## src/hdl/dnsp_pkg.sv

```systemverilog
`timescale 1ns / 1ps
// Shared types and constants of the DNS response A-record parser.
// No dependencies; used by dnsp_parser and the top level.
package dnsp_pkg;

    localparam int MAX_PACKET_BYTES = 512;
    localparam int MAX_NAME_LABELS  = 128;
    localparam int POS_W            = $clog2(MAX_PACKET_BYTES + 1);
    localparam int GUARD_W          = 8;

    localparam logic [15:0] DEFAULT_TXID = 16'h5A17;
    localparam logic [7:0]  PTR_MASK     = 8'hC0;
    localparam logic [15:0] QR_MASK      = 16'h8000;
    localparam logic [15:0] RCODE_MASK   = 16'h000F;
    localparam logic [15:0] TYPE_A       = 16'd1;
    localparam logic [15:0] A_RDLEN      = 16'd4;

    localparam logic [1:0] ST_FOUND     = 2'd0;
    localparam logic [1:0] ST_NONE      = 2'd1;
    localparam logic [1:0] ST_FAILED    = 2'd2;
    localparam logic [1:0] ST_MALFORMED = 2'd3;

    typedef enum logic [2:0] {
        PH_HEADER,
        PH_QNAME,
        PH_QFIXED,
        PH_ANAME,
        PH_AFIXED,
        PH_RDATA,
        PH_DONE
    } phase_t;

    typedef enum logic [1:0] {
        NAME_MORE,
        NAME_END,
        NAME_BAD
    } name_res_t;

    typedef struct packed {
        logic [1:0]  status;
        logic [31:0] ipv4_address;
    } result_t;

endpackage

```

## src/hdl/dnsp_parser.sv

```systemverilog
`timescale 1ns / 1ps
// Per-byte parse state and its update; yields the verdict on the last byte.
// Depends on dnsp_pkg.
module dnsp_parser
(
    input  logic                 clk,
    input  logic                 rst_n,
    input  logic                 step,
    input  logic [7:0]           data_byte,
    input  logic                 last_byte,
    input  logic [15:0]          expected_txid,
    output dnsp_pkg::result_t    result
);

    logic [dnsp_pkg::POS_W-1:0]   pos_reg, pos_next;
    dnsp_pkg::phase_t             phase_reg, phase_next;
    logic [15:0]                  hword_reg, hword_next;
    logic                         hbad_reg, hbad_next;
    logic [15:0]                  qleft_reg, qleft_next;
    logic [15:0]                  aleft_reg, aleft_next;
    logic [5:0]                   lbl_reg, lbl_next;
    logic [dnsp_pkg::GUARD_W-1:0] guard_reg, guard_next;
    logic                         ptr_reg, ptr_next;
    logic [3:0]                   ridx_reg, ridx_next;
    logic [15:0]                  rtype_reg, rtype_next;
    logic [15:0]                  rdleft_reg, rdleft_next;
    logic                         amatch_reg, amatch_next;
    logic [31:0]                  accum_reg, accum_next;
    logic [1:0]                   verdict_reg, verdict_next;

    dnsp_pkg::name_res_t          name_res;
    logic [5:0]                   n_lbl;
    logic [dnsp_pkg::GUARD_W-1:0] n_guard;
    logic                         n_ptr;
    logic [15:0]                  hword_new;
    logic [15:0]                  aleft_dec;
    logic [15:0]                  rtype_new;
    logic [15:0]                  rdata_new;
    logic [15:0]                  rdleft_dec;
    logic [15:0]                  qleft_dec;
    logic [3:0]                   ridx_inc;
    logic [1:0]                   status;

    // name walker shared by question and answer names
    always_comb
    begin
        name_res = dnsp_pkg::NAME_MORE;
        n_lbl    = lbl_reg;
        n_guard  = guard_reg;
        n_ptr    = ptr_reg;
        if (lbl_reg != 6'd0)
        begin
            n_lbl = lbl_reg - 6'd1;
            if (lbl_reg == 6'd1 && ptr_reg)
                name_res = dnsp_pkg::NAME_END;
        end
        else if (guard_reg >= dnsp_pkg::GUARD_W'(dnsp_pkg::MAX_NAME_LABELS))
        begin
            name_res = dnsp_pkg::NAME_BAD;
        end
        else
        begin
            n_guard = guard_reg + 1'b1;
            if (data_byte == 8'd0)
                name_res = dnsp_pkg::NAME_END;
            else if ((data_byte & dnsp_pkg::PTR_MASK) == dnsp_pkg::PTR_MASK)
            begin
                n_lbl = 6'd1;
                n_ptr = 1'b1;
            end
            else if ((data_byte & dnsp_pkg::PTR_MASK) != 8'd0)
                name_res = dnsp_pkg::NAME_BAD;
            else
                n_lbl = data_byte[5:0];
        end
    end

    assign hword_new  = {hword_reg[7:0], data_byte};
    assign aleft_dec  = aleft_reg - 16'd1;
    assign qleft_dec  = qleft_reg - 16'd1;
    assign rdleft_dec = rdleft_reg - 16'd1;
    assign ridx_inc   = ridx_reg + 4'd1;
    assign rtype_new  = (ridx_reg < 4'd2) ? {rtype_reg[7:0], data_byte} : rtype_reg;
    assign rdata_new  = (ridx_reg >= 4'd8) ? {rdleft_reg[7:0], data_byte} : rdleft_reg;

    // byte update
    always_comb
    begin
        pos_next     = pos_reg;
        phase_next   = phase_reg;
        hword_next   = hword_reg;
        hbad_next    = hbad_reg;
        qleft_next   = qleft_reg;
        aleft_next   = aleft_reg;
        lbl_next     = lbl_reg;
        guard_next   = guard_reg;
        ptr_next     = ptr_reg;
        ridx_next    = ridx_reg;
        rtype_next   = rtype_reg;
        rdleft_next  = rdleft_reg;
        amatch_next  = amatch_reg;
        accum_next   = accum_reg;
        verdict_next = verdict_reg;

        if (pos_reg < dnsp_pkg::POS_W'(dnsp_pkg::MAX_PACKET_BYTES))
        begin
            pos_next = pos_reg + 1'b1;
            case (phase_reg)
                dnsp_pkg::PH_HEADER:
                begin
                    hword_next = hword_new;
                    if (pos_reg == dnsp_pkg::POS_W'(1) && hword_new != expected_txid)
                        hbad_next = 1'b1;
                    if (pos_reg == dnsp_pkg::POS_W'(3)
                        && ((hword_new & dnsp_pkg::QR_MASK) == 16'd0
                        || (hword_new & dnsp_pkg::RCODE_MASK) != 16'd0))
                        hbad_next = 1'b1;
                    if (pos_reg == dnsp_pkg::POS_W'(5))
                        qleft_next = hword_new;
                    if (pos_reg == dnsp_pkg::POS_W'(7))
                    begin
                        aleft_next = hword_new;
                        if (hword_new == 16'd0)
                            hbad_next = 1'b1;
                    end
                    if (pos_reg == dnsp_pkg::POS_W'(11))
                    begin
                        if (hbad_reg)
                        begin
                            verdict_next = dnsp_pkg::ST_FAILED;
                            phase_next   = dnsp_pkg::PH_DONE;
                        end
                        else if (qleft_reg == 16'd0)
                            phase_next = dnsp_pkg::PH_ANAME;
                        else
                            phase_next = dnsp_pkg::PH_QNAME;
                    end
                end
                dnsp_pkg::PH_QNAME:
                begin
                    lbl_next   = n_lbl;
                    guard_next = n_guard;
                    ptr_next   = n_ptr;
                    if (name_res == dnsp_pkg::NAME_BAD)
                    begin
                        verdict_next = dnsp_pkg::ST_MALFORMED;
                        phase_next   = dnsp_pkg::PH_DONE;
                    end
                    else if (name_res == dnsp_pkg::NAME_END)
                    begin
                        lbl_next   = 6'd0;
                        guard_next = '0;
                        ptr_next   = 1'b0;
                        ridx_next  = 4'd0;
                        phase_next = dnsp_pkg::PH_QFIXED;
                    end
                end
                dnsp_pkg::PH_QFIXED:
                begin
                    ridx_next = ridx_inc;
                    if (ridx_inc >= 4'd4)
                    begin
                        qleft_next = qleft_dec;
                        phase_next = (qleft_dec == 16'd0) ? dnsp_pkg::PH_ANAME
                                                          : dnsp_pkg::PH_QNAME;
                    end
                end
                dnsp_pkg::PH_ANAME:
                begin
                    lbl_next   = n_lbl;
                    guard_next = n_guard;
                    ptr_next   = n_ptr;
                    if (name_res == dnsp_pkg::NAME_BAD)
                    begin
                        verdict_next = dnsp_pkg::ST_NONE;
                        phase_next   = dnsp_pkg::PH_DONE;
                    end
                    else if (name_res == dnsp_pkg::NAME_END)
                    begin
                        lbl_next    = 6'd0;
                        guard_next  = '0;
                        ptr_next    = 1'b0;
                        ridx_next   = 4'd0;
                        rtype_next  = 16'd0;
                        rdleft_next = 16'd0;
                        phase_next  = dnsp_pkg::PH_AFIXED;
                    end
                end
                dnsp_pkg::PH_AFIXED:
                begin
                    rtype_next  = rtype_new;
                    rdleft_next = rdata_new;
                    ridx_next   = ridx_inc;
                    if (ridx_inc >= 4'd10)
                    begin
                        amatch_next = (rtype_new == dnsp_pkg::TYPE_A)
                                      && (rdata_new == dnsp_pkg::A_RDLEN);
                        accum_next  = 32'd0;
                        if (rdata_new == 16'd0)
                        begin
                            aleft_next = aleft_dec;
                            if (aleft_dec == 16'd0)
                            begin
                                verdict_next = dnsp_pkg::ST_NONE;
                                phase_next   = dnsp_pkg::PH_DONE;
                            end
                            else
                                phase_next = dnsp_pkg::PH_ANAME;
                        end
                        else
                            phase_next = dnsp_pkg::PH_RDATA;
                    end
                end
                dnsp_pkg::PH_RDATA:
                begin
                    if (amatch_reg)
                        accum_next = {accum_reg[23:0], data_byte};
                    rdleft_next = rdleft_dec;
                    if (rdleft_dec == 16'd0)
                    begin
                        if (amatch_reg)
                        begin
                            verdict_next = dnsp_pkg::ST_FOUND;
                            phase_next   = dnsp_pkg::PH_DONE;
                        end
                        else
                        begin
                            aleft_next = aleft_dec;
                            if (aleft_dec == 16'd0)
                            begin
                                verdict_next = dnsp_pkg::ST_NONE;
                                phase_next   = dnsp_pkg::PH_DONE;
                            end
                            else
                                phase_next = dnsp_pkg::PH_ANAME;
                        end
                    end
                end
                default:
                begin
                end
            endcase
        end
    end

    // verdict from the state after this byte
    always_comb
    begin
        case (phase_next)
            dnsp_pkg::PH_HEADER: status = dnsp_pkg::ST_FAILED;
            dnsp_pkg::PH_QNAME:  status = dnsp_pkg::ST_MALFORMED;
            dnsp_pkg::PH_QFIXED: status = dnsp_pkg::ST_MALFORMED;
            dnsp_pkg::PH_DONE:   status = verdict_next;
            default:             status = dnsp_pkg::ST_NONE;
        endcase
        result.status       = status;
        result.ipv4_address = (status == dnsp_pkg::ST_FOUND) ? accum_next : 32'd0;
    end

    always_ff @(posedge clk or negedge rst_n)
    begin
        if (!rst_n)
        begin
            pos_reg     <= '0;
            phase_reg   <= dnsp_pkg::PH_HEADER;
            hword_reg   <= '0;
            hbad_reg    <= 1'b0;
            qleft_reg   <= '0;
            aleft_reg   <= '0;
            lbl_reg     <= '0;
            guard_reg   <= '0;
            ptr_reg     <= 1'b0;
            ridx_reg    <= '0;
            rtype_reg   <= '0;
            rdleft_reg  <= '0;
            amatch_reg  <= 1'b0;
            accum_reg   <= '0;
            verdict_reg <= dnsp_pkg::ST_NONE;
        end
        else if (step)
        begin
            if (last_byte)
            begin
                // start over for the next datagram
                pos_reg     <= '0;
                phase_reg   <= dnsp_pkg::PH_HEADER;
                hword_reg   <= '0;
                hbad_reg    <= 1'b0;
                qleft_reg   <= '0;
                aleft_reg   <= '0;
                lbl_reg     <= '0;
                guard_reg   <= '0;
                ptr_reg     <= 1'b0;
                ridx_reg    <= '0;
                rtype_reg   <= '0;
                rdleft_reg  <= '0;
                amatch_reg  <= 1'b0;
                accum_reg   <= '0;
                verdict_reg <= dnsp_pkg::ST_NONE;
            end
            else
            begin
                pos_reg     <= pos_next;
                phase_reg   <= phase_next;
                hword_reg   <= hword_next;
                hbad_reg    <= hbad_next;
                qleft_reg   <= qleft_next;
                aleft_reg   <= aleft_next;
                lbl_reg     <= lbl_next;
                guard_reg   <= guard_next;
                ptr_reg     <= ptr_next;
                ridx_reg    <= ridx_next;
                rtype_reg   <= rtype_next;
                rdleft_reg  <= rdleft_next;
                amatch_reg  <= amatch_next;
                accum_reg   <= accum_next;
                verdict_reg <= verdict_next;
            end
        end
    end

endmodule

```

## src/hdl/dns_response_a_record_parser.sv

```systemverilog
`timescale 1ns / 1ps
// Top level of the DNS response A-record parser: input register, parser,
// result register and the expected-id register. Depends on dnsp_pkg, dnsp_parser.
//
// Usage:
//   Datagram bytes enter on the s_axis stream, one byte per beat, with
//   s_axis_tlast on the final byte. One verdict beat leaves on m_axis for
//   each datagram, on its last byte: status and, for status 0, the first
//   A-record IPv4 address (first byte in the top bits).
//   cfg_we/cfg_wdata load the expected transaction id; write only while idle.
// Timing:
//   One byte per cycle sustained unless stalled (see Stall). Each byte
//   is first captured in the input register; the parser then loads the
//   verdict into the result register when the last byte is parsed.
// Reset:
//   Clears the parse state, empties both registers and sets the expected
//   id to 0x5A17.
// Stall:
//   While a verdict waits on m_axis, non-last bytes still flow; a further
//   last byte is held in the input register and s_axis_tready drops until
//   the waiting verdict is taken.
module dns_response_a_record_parser
(
    input  logic        clk,
    input  logic        rst_n,
    input  logic        s_axis_tvalid,
    output logic        s_axis_tready,
    input  logic [7:0]  s_axis_tdata,   // [7:0] data_byte
    input  logic        s_axis_tlast,
    output logic        m_axis_tvalid,
    input  logic        m_axis_tready,
    output logic [39:0] m_axis_tdata,   // [1:0] status, [33:2] ipv4_address, zero above
    input  logic        cfg_we,
    input  logic [15:0] cfg_wdata
);

    logic              in_valid_reg;
    logic [7:0]        in_data_reg;
    logic              in_last_reg;
    logic              out_valid_reg;
    dnsp_pkg::result_t out_reg;
    logic [15:0]       txid_reg;
    logic              step;
    dnsp_pkg::result_t result;

    assign s_axis_tready = !in_valid_reg || !in_last_reg || !out_valid_reg;
    assign step = in_valid_reg && (!in_last_reg || !out_valid_reg || m_axis_tready);

    dnsp_parser u_parser
    (
        .clk           (clk),
        .rst_n         (rst_n),
        .step          (step),
        .data_byte     (in_data_reg),
        .last_byte     (in_last_reg),
        .expected_txid (txid_reg),
        .result        (result)
    );

    always_ff @(posedge clk or negedge rst_n)
    begin
        if (!rst_n)
            txid_reg <= dnsp_pkg::DEFAULT_TXID;
        else if (cfg_we)
            txid_reg <= cfg_wdata;
    end

    // input beat register
    always_ff @(posedge clk or negedge rst_n)
    begin
        if (!rst_n)
            in_valid_reg <= 1'b0;
        else if (s_axis_tvalid && s_axis_tready)
            in_valid_reg <= 1'b1;
        else if (step)
            in_valid_reg <= 1'b0;
    end

    always_ff @(posedge clk)
    begin
        if (s_axis_tvalid && s_axis_tready)
        begin
            in_data_reg <= s_axis_tdata;
            in_last_reg <= s_axis_tlast;
        end
    end

    // result beat register
    always_ff @(posedge clk or negedge rst_n)
    begin
        if (!rst_n)
            out_valid_reg <= 1'b0;
        else if (step && in_last_reg)
            out_valid_reg <= 1'b1;
        else if (m_axis_tready)
            out_valid_reg <= 1'b0;
    end

    always_ff @(posedge clk)
    begin
        if (step && in_last_reg)
            out_reg <= result;
    end

    assign m_axis_tvalid = out_valid_reg;
    assign m_axis_tdata  = {6'd0, out_reg.ipv4_address, out_reg.status};

endmodule
```

## config.mk

```make
export PLATFORM = sky130hd
export DESIGN_NAME = dns_response_a_record_parser
export DESIGN_NICKNAME = d
export VERILOG_FILES = /design/src/hdl/dnsp_pkg.sv /design/src/hdl/dnsp_parser.sv /design/src/hdl/dns_response_a_record_parser.sv
export SDC_FILE = /design/constraint.sdc
export NUM_CORES = 1
export LEC_CHECK = 0
export ABC_AREA = 1
export BUFFER_PORTS_ARGS = -buffer_cell sky130_fd_sc_hd__buf_2
export CAP_MARGIN = 40
export CORE_MARGIN = 8
export CORE_UTILIZATION = 62
export DETAILED_ROUTE_END_ITERATION = 6
export GPL_TIMING_DRIVEN = 0
export PLACE_DENSITY = 0.85
export SLEW_MARGIN = 5
export SYNTH_ARGS = -nofsm -noshare
export SYNTH_HDL_FRONTEND = slang
export SYNTH_SLANG_ARGS = --single-unit
```

## constraint.sdc

```tcl
create_clock -name clk -period 3.4 [get_ports clk]
set_clock_uncertainty 0.2 [all_clocks]
set_input_delay 0.85 -clock clk [delete_from_list [all_inputs] [get_ports clk]]
set_output_delay 0.85 -clock clk [all_outputs]
set_load 0.05 [all_outputs]
```

==> results.toml, run 1 <==
[power]
max-vdd-ir-drop_v = 0.000379
p_leak_uw = 0.00613
p_sw_uw = 2370
swShare = 0.331
p_int_uw = 4790
seq_power_share = 0.398
p_per_area_nw_per_um2 = 513
p_clk_frac = 0.365
combPwrFrac = 0.237

[place]
io_buffers = 64
placedCellCount = 1901
hpwl_um = 24800
place_area_um2 = 13000
place_congestion = 0.969

[status]
outcome = "finished clean"

[clock_network]
h-tree-depth = 1
clock_path_buffers = 3
clkLatencyLatePin_ns = 0.53
cts_tree = "built"
cts_sinks = 201
ctsHoldBuffers = 0
clkTransAtPathRegs_ns = 0.06
cts_root_buffer = "clkbuf_16"
cts_buffers = 23

[setup_path]
rr_worst_depth = 16
cpPeakStageDelay_ns = 0.49
worst_ep_required_time_ns = 2.35
path_class = "flip-flop to primary output"
r2r_setup_slack_ns = 0.13
critPathCapture = "s_axis_tready"
cp.depth = 4
arrival_ns = 2.27
critPathSlowestCell = "edfxtp_1"
r2r_start = "in_data_reg[3]$_DFFE_PP_"
critPathTopFamily = "buffers and inverters"
cp_num_buf_inv = 3
crit_chain = "clkbuf_2 > clkbuf_1 > nand3_1 > buf_2"
r2r-end = "m_axis_tdata[21]$_SDFFCE_PP0P_"
cp_max_fo = 10
cp-startpoint = "in_last_reg$_DFFE_PP_"
cp-end-kind = "primary output"
start_kind = "flip-flop"

[yosys]
synth_flop_cell = "dfrtp_1"
yosys.area_share.simple = 0.249
synthArstFlopShare = 0.786
synth.cell_area_um2 = 12300
synthMuxAreaShare = 0.00735
synth_compound_area_frac = 0.185
syn_inst = 1565
ys.warnings.count = 0
synth-xor-area-share = 0.0150
ys_seq_area_frac = 0.429
synth_adder_area_share = 0.0163
synth_edf_count = 43
ys_ff_latch = 201
synthDistinctLibCells = 57
synth_top_family_by_area = "simple AND/OR/NAND/NOR gates"
synth.avg_cell_area_um2 = 7.83

[timing]
timing.final.crit_share = 0.978
setup-violations-final = 0
worst_pin_slew_ns = 0.737
fin_setup_tns_ns = 0
grt_setup_unrepaired = "yes"
fmax_mhz = 301
final-max-slew-violation-count = 0
period_minus_slack_ns = 3.32
relSlewSlack = 0.507
hold_viol_final = 0
timing.hold.ws_ns = 0.0863

[layout]
drive_above_1_share = 0.159
final_nets = 1718
areaGrowthSynthToFinish_pct = 14.0
largest_reg_flops = 34
mostFrequentLayoutCells = "nand2_1 (295), inv_1 (210), dfrtp_1 (149)"
diodes = 0
final_common_cell = "nand2_1"
stdcell_count = 1954
post-route-cell-area_um2 = 14000

[floorplanning]
start_util = 0.630
die_h_um = 157
rows = 51
die_area_um2 = 24500
ios = 72
die_w_um = 157
coreArea_um2 = 19500

[global_routing]
grt.overflow.total = 0
grt_max_degree = 85
grt_pass1_wl_um = 55300
grt_usage = 0.278
grt_pass1_vias = 11100
antenna_found_initial = 0

[detailed_routing]
wl_um = 34600
final_antenna_net_count = 0
first_iter_violations = 1294
drc = 0
routed_via_density = 5.99
vias = 11700
routedWlPerCell_um = 17.7
first_pass_iters = 6

[run]
maxCapViolCount = 0

[min_path]
worstHoldPathType = "input pin to async pin"
routing by layer:
metal  global-route usage  up-vias  share of wire
met5                    0        -              0
met3               0.0518      127          0.092
met4                0.114        0          0.041
li1                     -     5461              -
met2                0.444      619           0.46
met1                0.367     5493           0.41
cells in the mapped netlist (2+ instances only):
master | count | area [um^2]
o21ai_0 | 121 | 606
ha_1 | 16 | 200
nand4_1 | 18 | 113
xnor2_1 | 2 | 17.5
o21ai_2 | 6 | 52.6
o32ai_1 | 2 | 17.5
dfstp_2 | 9 | 236
edfxtp_1 | 43 | 1290
a21oi_1 | 55 | 275
and3_1 | 2 | 12.5
inv_2 | 20 | 75.1
buf_2 | 5 | 25.0
nand3b_1 | 4 | 30.0
a221oi_1 | 7 | 61.3
dfrtp_1 | 149 | 3730
xor2_1 | 19 | 166
buf_4 | 7 | 52.6
a31oi_1 | 6 | 37.5
o21ai_1 | 26 | 130
nand2_2 | 10 | 62.6
inv_1 | 215 | 807
a22oi_1 | 36 | 270
nor2_2 | 21 | 131
nand3_1 | 75 | 375
o22ai_1 | 97 | 607
nor3_1 | 23 | 115
clkbuf_1 | 44 | 165
a21oi_4 | 2 | 32.5
nand2_1 | 295 | 1110
nor4_1 | 5 | 31.3
nor2_4 | 35 | 394
o41ai_1 | 2 | 17.5
mux2_2 | 8 | 90.1
o31ai_1 | 2 | 15.0
nor3_4 | 2 | 32.5
nand3_2 | 3 | 30.0
buf_12 | 3 | 60.1
a211oi_1 | 3 | 22.5
nor2_1 | 142 | 533
o211ai_1 | 7 | 52.6
and2_1 | 2 | 12.5
kinds of logic (layout without fill, tap and decap cells):
| kind of cell | count (synthesis) | count (layout) |
|---|---|---|
| multiplexers | 8 | 8 |
| adder cells (fa/ha/maj) | 16 | 16 |
| AO/OA/AOI/OAI | 380 | 380 |
| buffers and inverters | 296 | 415 |
| XOR/XNOR | 21 | 21 |
| flip-flops | 201 | 201 |
| other | 1 | 6 |
| AND/OR/NAND/NOR | 642 | 642 |
stage by stage:
stage                     total power (uW)   util  setup slack (ns)
after floorplan                       4060      -             0.270
after global placement                4450  0.664             -1.15
after detailed placement              4500  0.667            -0.131
after CTS                             7130  0.710           0.00522
after global routing                  7510  0.718          -0.00246
final                                 7170  0.718            0.0763
worst min path at each step:
stage / endpoint / slack, ns / cells after the start
floorplan: u_parser.pos_reg[8]$_DFFE_PN0P_ / 0.23 / 1
global placement: u_parser.pos_reg[8]$_DFFE_PN0P_ / 0.25 / 1
detailed placement: u_parser.pos_reg[8]$_DFFE_PN0P_ / 0.27 / 1
CTS: u_parser.aleft_reg[12]$_DFFE_PN0P_ / 0.11 / 1
global route: u_parser.aleft_reg[12]$_DFFE_PN0P_ / 0.14 / 1
finish: u_parser.aleft_reg[12]$_DFFE_PN0P_ / 0.09 / 1
final cells by class:
cell class | instances | area [um^2]
clock buffer | 27 | 621
clock inverter | 15 | 186
multi-input combinational | 1073 | 5900
inverter | 236 | 900
sequential | 201 | 5260
tap | 265 | 332
fill | 1544 | 5490
buffer | 60 | 317
timing repair buffer | 77 | 460
power by group through the flow:
stage	Sequential, uW	Combinational [uW]	Clock [uW]
2_1_floorplan	2900	1160	0
5_1_grt	2870	1890	2760
3_5_place_dp	2880	1620	0
6_report	2850	1700	2620
3_3_place_gp	2880	1570	0
4_1_cts	2840	1640	2650
repair_timing:
item,CTS,global route
resized for setup,4,20
pin swaps,0,3
endpoints found under the setup margin,33,60
setup buffers,1,10
(Power assumes the default switching activity.)
==> run 2, diff against run 1 <==
- SETUP_SLACK_MARGIN: unset -> 0.2
==> run 2 against run 1 <==
Compared with the run above:
- sequential power barely moved
- worst setup slack gained 0.14 ns
- sequential share of layout area decreased by 0.86 points
- clock power is essentially flat
- fmax grew 4.2%
- wire length increased by 2.2%
- critical path type is now flip-flop to flip-flop
- flip-flop and latch count unchanged
- non-clock buffer count increased by 19
- largest power group unchanged
==> results.toml, run 2 (same netlist as run 1, synthesis figures left out) <==
[global_routing]
grt_pass1_wl_um = 55700
antenna_found_initial = 0
grt_max_degree = 85
grt_pass1_vias = 11100
grt.overflow.total = 0
grt_usage = 0.280

[timing]
timing.hold.ws_ns = 0.0858
relSlewSlack = 0.497
final-max-slew-violation-count = 0
setup-violations-final = 0
hold_viol_final = 0
period_minus_slack_ns = 3.19
grt_setup_unrepaired = "yes"
worst_pin_slew_ns = 0.752
timing.final.crit_share = 0.938
fmax_mhz = 314

[setup_path]
cp_num_buf_inv = 4
arrival_ns = 3.37
cpPeakStageDelay_ns = 0.41
worst_ep_required_time_ns = 3.58
critPathSlowestCell = "dfrtp_1"
r2r_start = "u_parser.rdleft_reg[1]$_DFFE_PN0P_"
start_kind = "flip-flop"
crit_chain = "inv_2 > ha_4 > nand3_4 > buf_4 > xor2_1 > nor2_1 > nand3_2 > nor2_4 > inv_2 > nor2_4 > nand2_1 > nand2_2 > nand2_1 > nand2_1 > nand2_2 > a21oi_4 > nand3_4 > clkbuf_16 > nor2_4"
cp-startpoint = "u_parser.rdleft_reg[1]$_DFFE_PN0P_"
path_class = "flip-flop to flip-flop"
cp.depth = 19
cp-end-kind = "flip-flop"
rr_worst_depth = 19
r2r-end = "m_axis_tdata[9]$_SDFFCE_PP0P_"
cp_max_fo = 7
r2r_setup_slack_ns = 0.21
critPathTopFamily = "simple AND/OR/NAND/NOR gates"

[detailed_routing]
top_layer = "met4"
dr_wl_met2_um = 16300
wl_met3_um = 3510
routed_via_density = 6.03
wl_um = 35300
drc = 0
final_antenna_net_count = 0
routedWlPerCell_um = 17.9
drt-met1-wl_um = 14100
vias = 11900
first_pass_iters = 6
first_iter_violations = 1280

[clock_network]
clkLatencyLatePin_ns = 0.53
cts_buffers = 23
clkTransAtPathRegs_ns = 0.06
cts_tree = "built"
cts_root_buffer = "clkbuf_16"
h-tree-depth = 1
ctsHoldBuffers = 0
clock_path_buffers = 3
cts_sinks = 201

[layout]
largest_reg_flops = 34
fill_cells = 1488
diodes = 0
areaGrowthSynthToFinish_pct = 16.7
final_nets = 1737
mostFrequentLayoutCells = "nand2_1 (291), inv_1 (206), dfrtp_1 (148)"
final_common_cell = "nand2_1"
drive_above_1_share = 0.187
stdcell_count = 1973

[power]
p_per_area_nw_per_um2 = 510
swShare = 0.334
p_leak_uw = 0.00628
p_int_uw = 4850
combPwrFrac = 0.249
p_clk_frac = 0.360
max-vdd-ir-drop_v = 0.000396
p_sw_uw = 2440
seq_power_share = 0.391

[place]
hpwl_um = 24800
io_buffers = 64
placedCellCount = 1901
place_congestion = 0.969

[floorplanning]
start_util = 0.630
die_area_um2 = 24500
coreArea_um2 = 19500
rows = 51
die_h_um = 157
ios = 72
die_w_um = 157

[status]
outcome = "finished clean"

[min_path]
worstHoldPathType = "input pin to async pin"

[run]
maxCapViolCount = 0
run 2: layout make-up:
class / count / area (um^2) / area share
flip-flops and latches: 201 / 5260 / 0.368
plain buffers: 60 / 322 / 0.0225
inverters: 236 / 907 / 0.0634
multi-input cells: 1073 / 6040 / 0.422
repair buffers: 96 / 638 / 0.0446
clock inverters: 15 / 186 / 0.0130
clock buffers: 27 / 621 / 0.0434
well taps: 265 / 332 / 0.0232
run 2: worst max-delay path by stage:
stage | slack [ns] | endpoint
floorplan | 0.27 | u_parser.amatch_reg$_DFFE_PN0P_
global placement | -1.15 | u_parser.rdleft_reg[6]$_DFFE_PN0P_
CTS | 0.21 | m_axis_tdata[5]$_SDFFCE_PP0P_
detailed placement | -0.13 | u_parser.rdleft_reg[14]$_DFFE_PN0P_
finish | 0.21 | m_axis_tdata[9]$_SDFFCE_PP0P_
global route | 0.09 | m_axis_tdata[9]$_SDFFCE_PP0P_
run 2: what timing repair did:
item	4_1_cts	5_1_grt
gates cloned	0	2
setup endpoints to repair	81	88
resized for setup	16	60
buffers inserted	7	21
pin swaps	2	20
run 2: power by group through the flow:
stage,Combinational (uW),Sequential [uW],Clock (uW)
finish,1820,2850,2620
floorplan,1160,2900,0
CTS,1650,2840,2650
global route,2000,2870,2750
global placement,1570,2880,0
detailed placement,1620,2880,0
run 2: layer usage:
metal | track usage | vias to the layer above
li1 | - | 5501
met5 | 0 | -
met1 | 0.366 | 5599
met3 | 0.0541 | 125
met2 | 0.450 | 680
met4 | 0.114 | 0
run 2: worst register-to-register path, stage by stage, from the launching register on:
cell	delay [ns]
dfrtp_1	0.41
inv_2	0.12
ha_4	0.17
nand3_4	0.12
buf_4	0.18
xor2_1	0.13
nor2_1	0.13
nand3_2	0.14
nor2_4	0.13
inv_2	0.05
nor2_4	0.13
nand2_1	0.09
nand2_2	0.09
nand2_1	0.06
nand2_1	0.08
nand2_2	0.08
a21oi_4	0.19
nand3_4	0.21
clkbuf_16	0.25
nor2_4	0.09
run 2: metrics by stage:
stage / instance area, um^2 / util / total power [uW] / setup slack (ns) / TNS (ns)
detailed placement: 13000 / 0.667 / 4500 / -0.131 / -5.68
global route: 14300 / 0.735 / 7620 / 0.0948 / 0
global placement: 12900 / 0.664 / 4450 / -1.15 / -187.23
CTS: 13900 / 0.714 / 7140 / 0.208 / 0
floorplan: 12300 / - / 4060 / 0.270 / 0
finish: 14300 / 0.735 / 7290 / 0.211 / 0
==> run 3, diff against run 2 <==
- CORE_UTILIZATION: 62 -> 55
- PLACE_DENSITY: 0.85 -> 0.77
==> run 3 against run 2 <==
Compared with the run above:
- fmax is 1.5% higher
- flip-flop and latch count stayed put
- sequential share of layout area is 0.30 points lower
- non-clock buffer count is 10 higher
- core utilization is 7.4 points lower
- clock power hardly changed
- register-to-register slack better by 0.05 ns
==> results.toml, run 3 (same netlist as run 1, synthesis figures left out) <==
[setup_path]
start_kind = "flip-flop"
critPathMostFrequentCell = "nand2_2"
worst_ep_required_time_ns = 3.59
r2r-end = "m_axis_tdata[20]$_SDFFCE_PP0P_"
path_class = "flip-flop to flip-flop"
crit_chain = "clkinvlp_4 > nand4_1 > nor3_4 > nand2_2 > nand3_4 > inv_1 > nand2_1 > o211ai_1 > a21oi_1 > nand2_1 > nand2_2 > inv_1 > nand2_2 > nand3_4 > buf_12 > nor2_4"
r2r_start = "in_data_reg[0]$_DFFE_PP_"
rr_worst_depth = 16
critPathTopFamily = "simple AND/OR/NAND/NOR gates"
r2r_setup_slack_ns = 0.26
cp_num_buf_inv = 4
cpPeakStageDelay_ns = 0.52
cp_max_fo = 10
cp.depth = 16
cp-startpoint = "in_data_reg[0]$_DFFE_PP_"
critPathSlowestCell = "edfxtp_1"
arrival_ns = 3.33
cp-end-kind = "flip-flop"
critPathCapture = "m_axis_tdata[20]$_SDFFCE_PP0P_"

[power]
p_per_area_nw_per_um2 = 506
finalPower_uw = 7290
max-vdd-ir-drop_v = 0.000425
p_leak_uw = 0.00635

[floorplanning]
coreArea_um2 = 21800
rows = 54
die_h_um = 165
die_area_um2 = 27300
ios = 72
die_w_um = 165
start_util = 0.561

[place]
io_buffers = 64
place_congestion = 0.914
placedCellCount = 1916
hpwl_um = 24700

[layout]
areaGrowthSynthToFinish_pct = 17.7
fill_cells = 1816
final_nets = 1748
diodes = 0
stdcell_count = 2000
drive_above_1_share = 0.194
final_common_cell = "nand2_1"
mostFrequentLayoutCells = "nand2_1 (287), inv_1 (207), dfrtp_1 (148)"
largest_reg_flops = 34

[clock_network]
clkLatencyLatePin_ns = 0.53
cts_root_buffer = "clkbuf_16"
cts_tree = "built"
ctsHoldBuffers = 0
clock_path_buffers = 3
cts_sinks = 201
cts_buffers = 24
h-tree-depth = 1
clkTransAtPathRegs_ns = 0.06

[detailed_routing]
routedWlPerCell_um = 17.5
first_iter_violations = 1105
routed_via_density = 5.79
wl_um = 35000
final_antenna_net_count = 0
first_pass_iters = 5
vias = 11600
drc = 0

[global_routing]
met3_usage = 0.0439
grt_usage = 0.251
grt-busiest-layer = "met2"
grt_use_met1 = 0.338
antenna_found_initial = 0
grt_max_degree = 107
met2_usage = 0.399
grt_pass1_wl_um = 55400
grt_pass1_vias = 10900
grt.overflow.total = 0

[timing]
fmax_mhz = 318
hold_viol_final = 0
setup-violations-final = 0
relSlewSlack = 0.424
period_minus_slack_ns = 3.14
final-max-slew-violation-count = 0
worst_pin_slew_ns = 0.865
grt_setup_unrepaired = "yes"
timing.final.crit_share = 0.924

[min_path]
worstHoldPathType = "input pin to async pin"

[status]
outcome = "finished clean"

[run]
maxCapViolCount = 0
[run 3: cell count changes in the layout (fill, tap and decap cells not counted), sizes merged]
cell	previous run	this run
bufinv	4	3
inv	234	232
buf	111	120
clkinvlp	3	5
clkbuf	72	75
clkinv	10	11
[run 3: worst min-delay path by stage]
| stage | to | slack [ns] | depth (start not counted) |
|---|---|---|---|
| after floorplan | u_parser.pos_reg[8]$_DFFE_PN0P_ | 0.23 | 1 |
| after global placement | u_parser.pos_reg[8]$_DFFE_PN0P_ | 0.25 | 1 |
| after detailed placement | u_parser.pos_reg[8]$_DFFE_PN0P_ | 0.26 | 1 |
| after CTS | u_parser.qleft_reg[9]$_DFFE_PN0P_ | 0.05 | 1 |
| after global routing | u_parser.qleft_reg[9]$_DFFE_PN0P_ | 0.07 | 1 |
| final | u_parser.guard_reg[7]$_DFFE_PN0P_ | 0.05 | 1 |
[run 3: power breakdown]
part	internal (uW)	total (uW)	switching [uW]
combinational	591	1810	1220
clock	1590	2630	1040
sequential	2660	2850	190
[run 3: metrics by stage]
step                setup slack (ns)  TNS (ns)  hold WS, ns   util  cell area (um^2)
finish                         0.260         0       0.0500  0.661             14400
global route                  0.0776         0       0.0734  0.661             14400
CTS                            0.176         0       0.0543  0.640             14000
detailed placement            -0.253    -12.52        0.256  0.596             13000
global placement               -1.29   -209.70        0.252  0.593             12900
floorplan                      0.270         0        0.232      -             12300
[run 3: layout make-up]
type,instances,area [um^2],area share
Multi-Input combinational cell,1073,6040,0.419
Sequential cell,201,5260,0.365
Inverter,236,907,0.0629
Timing Repair Buffer,106,726,0.0503
Clock buffer,29,649,0.0450
Tap cell,280,350,0.0243
Buffer,60,328,0.0227
Clock inverter,15,164,0.0114
[run 3: repair_timing]
action,CTS,global route
gates cloned,0,2
pin swaps,0,19
setup endpoints to repair,72,94
gates resized for setup,19,61
buffers inserted,10,28
[run 3: layer usage]
metal,share of wire,vias to the layer above
li1,-,5522
met5,0,-
met2,0.46,469
met3,0.082,88
met1,0.42,5500
met4,0.032,0
